--- src/rtl/core/acm_ram.sv ---
`timescale 1ns / 1ps
module acm_ram #(
    parameter int WIDTH = 32,
    parameter int DEPTH = 128
) (
    input  logic                     aclk,
    input  logic                     we,
    input  logic [$clog2(DEPTH)-1:0] waddr,
    input  logic [WIDTH-1:0]         wdata,
    input  logic [$clog2(DEPTH)-1:0] raddr,
    output logic [WIDTH-1:0]         rdata
);
    logic [WIDTH-1:0] mem [DEPTH];

    always_ff @(posedge aclk) begin
        if (we) begin
            mem[waddr] <= wdata;
        end
        rdata <= mem[raddr];
    end
endmodule

--- config.mk ---
export PLATFORM = sky130hd
export DESIGN_NAME = acm_ram
export DESIGN_NICKNAME = d
export VERILOG_FILES = /design/src/rtl/core/acm_ram.sv
export SDC_FILE = /design/constraint.sdc
export NUM_CORES = 2
export LEC_CHECK = 0
export BUFFER_PORTS_ARGS = -buffer_cell sky130_fd_sc_hd__buf_2
export CORE_MARGIN = 3
export CORE_UTILIZATION = 30
export DETAILED_ROUTE_END_ITERATION = 16
export MAX_ROUTING_LAYER = met4
export PLACE_DENSITY_LB_ADDON = 0.25
export SLEW_MARGIN = 20
export SYNTH_ARGS = -nofsm -noshare
export SYNTH_HDL_FRONTEND = slang
export SYNTH_SLANG_ARGS = --single-unit
--- constraint.sdc ---
create_clock -name aclk -period 4.6 [get_ports aclk]
set_clock_uncertainty 0.15 [all_clocks]
set_input_delay 0.69 -clock aclk [delete_from_list [all_inputs] [get_ports aclk]]
set_output_delay 0.69 -clock aclk [all_outputs]
set_load 0.01 [all_outputs]
==> flow_summary.toml <==
[detailed_routing]
wl_per_cell_um = 33.6
vias = 71800
ant_nets = 0
vias_per_cell = 5.15
routed_wl_um = 468000
first_pass_iters = 5
drc = 0
drt_iter0_drc = 8893

[pwr]
p_switching_mw = 17.5
vdd_drop_max_uv = 344
swShare = 0.220
p_leak_nw = 55.5
seqPwrFrac = 0.526
power.density_mw_per_mm2 = 431
power_frac_comb = 0.055
intPower_mw = 62.0
power_mw = 79.4
clkPwrFrac = 0.420

[logic_synthesis]
synth_area_leader_cell = "edfxtp_1"
synth_cells = 5990
syn_area_sq_mm = 0.156
ys_seq_area_frac = 0.791
synth_top_area_frac = 0.787
ys_ff_latch = 4128
ys_types = 17
synth_area_leaders = "edfxtp_1 (79%), mux4_2 (19%), clkbuf_1 (0.44%)"
avgSynthCellArea_sq_um = 26.1
yosys_warnings = 0
mappedNetlistNets = 6038

[cells_and_area]
layout.cells.non_filler = 13900
drive_above_1_share = 0.373
layout_commonest_cell = "edfxtp_1"
stdcell_area_sq_mm = 0.184
area_growth_pct = 17.8
nets = 6644
most-common-layout-cells = "edfxtp_1 (4,096), mux4_2 (1,344), clkbuf_16 (438), buf_4 (248), buf_12 (193)"

[global_route]
first_global_vias = 73300
grt_use_total = 0.180
grt_overflow_total = 0
antenna_found_initial = 72
grt_pass1_wl_um = 638000
grt_max_degree = 123

[critical_path]
crit_type = "in -> reg"
crit_arrival_ns = 3.97
startpoint = "raddr[0]"
worstSetupStartpointType = "input port"
reg2reg_from = "mem[119][25]"
worstPathMaxFanout = 24
critical_path_required_ns = 5.31
cp-end-kind = "register"

[placement]
pre_cts_ws_ns = 0.275
gp_congestion = 0.793
dp_cells = 13100
dpl_cell_area_sq_mm = 0.171
numPortBuffers = 79
detailed_place_hpwl_um = 270000

[sta]
slew_headroom = 0.214
rsz0062_at_grt = "false"
slew_violations = 0
fmax_mhz = 306
period_share = 0.710
min_period_ns = 3.27
max_slew.worst_pin.slew_ns = 1.18
setup_viol = 0
finalHoldViolations = 0
setup_tns_ns = 0
setup_ws_ns = 1.33

[clock_network]
cts_buffers = 432
h-tree-depth = 5
clkTransAtPathRegs_ns = 0.06
root_buffer = "clkbuf_16"
clk_latency_ns = 0.99
clkSinkCount = 4128
clock_path_buffers = 4
cts_tree = "built"

[run_status]
outcome = "finished, final reports clean"

[hold_path]
min_path_type = "in -> reg"
worstHoldStart = "wdata[28]"

[floorplanning]
io_pins = 80
dieArea_sq_mm = 0.530
die_h_um = 728
die_w_um = 728
row_count = 264
initial_utilization = 0.302
core_region_area_sq_mm = 0.518

[run]
drv_cap = 0
-- power groups by stage --
stage | combinational [mW] | clock (mW) | sequential (mW)
2_1_floorplan | 2.00 | 0 | 42.4
3_3_place_gp | 4.41 | 0 | 42.5
3_5_place_dp | 4.46 | 0 | 42.6
4_1_cts | 4.47 | 34.1 | 41.8
5_1_grt | 4.54 | 35.5 | 41.7
6_report | 4.35 | 33.3 | 41.8
-- flip-flops by register name, summed over array words and instances, names as in the netlist --
register,flops
rdata,32
mem,4096
-- worst max-delay path, stage by stage --
cell    delay (ns)
buf_12        0.28
buf_12        0.28
buf_12        0.25
buf_4         0.27
mux4_2        0.54
mux4_2        0.51
mux4_2        0.69
mux2_2        0.34
-- cell usage after synthesis, drive strengths merged --
cell	n
edfxtp	4096
mux4	1344
clkbuf	182
buf	134
nor2	122
dfxtp	32
mux2	32
nand2	14
nand3	12
nor3	9
nor2b	7
nand4	3
nand2b	2
or3	1
-- per-stage QoR --
step                utilization  hold slack, ns
finish                    0.356           0.105
global route              0.355          0.0552
CTS                       0.355          0.0185
detailed placement        0.329           0.822
global placement          0.329           0.822
floorplan                     -           0.639
-- timing repair --
action	in CTS	in global routing
endpoints found under the setup margin	0	0
gates resized for setup	0	0
hold endpoints to repair	30	0
setup buffers	0	0
hold buffers	3	0
-- metal layers --
metal,up-vias,track usage,part of all wire
li1,27800,-,-
met1,40800,0.242,0.42
met2,2675,0.291,0.50
met3,530,0.0254,0.066
met4,0,0.0402,0.022
met5,-,-,0
-- layout make-up --
class,instances,area [sq um]
Clock inverter,243,1860
Clock buffer,547,11500
Tap cell,6916,8650
Timing Repair Buffer,488,6010
Antenna cell,66,165
Sequential cell,4128,124000
Fill cell,47100,334000
Multi-Input combinational cell,1546,32300
-- cell families (layout without fill, tap and decap cells) --
family / after synthesis / in the layout / share of synthesized area
flip-flops: 4128 / 4128 / 0.791
multiplexers: 1376 / 1376 / 0.196
other: 0 / 66 / 0
buffers and inverters: 316 / 1278 / 0.00839
AND/OR/NAND/NOR: 170 / 170 / 0.00446
-- worst paths after layout --
| path | end | slack, ns | cells after the start |
|---|---|---|---|
| setup / recovery | rdata[30] | 1.33 | 8 |
| hold / removal | mem[28][28] | 0.11 | 1 |
| setup reg to reg | rdata[25] | 1.75 | 4 |
| hold reg to reg | rdata[2] | 0.98 | 4 |
Note: power is estimated with default switching activity, not from simulation.
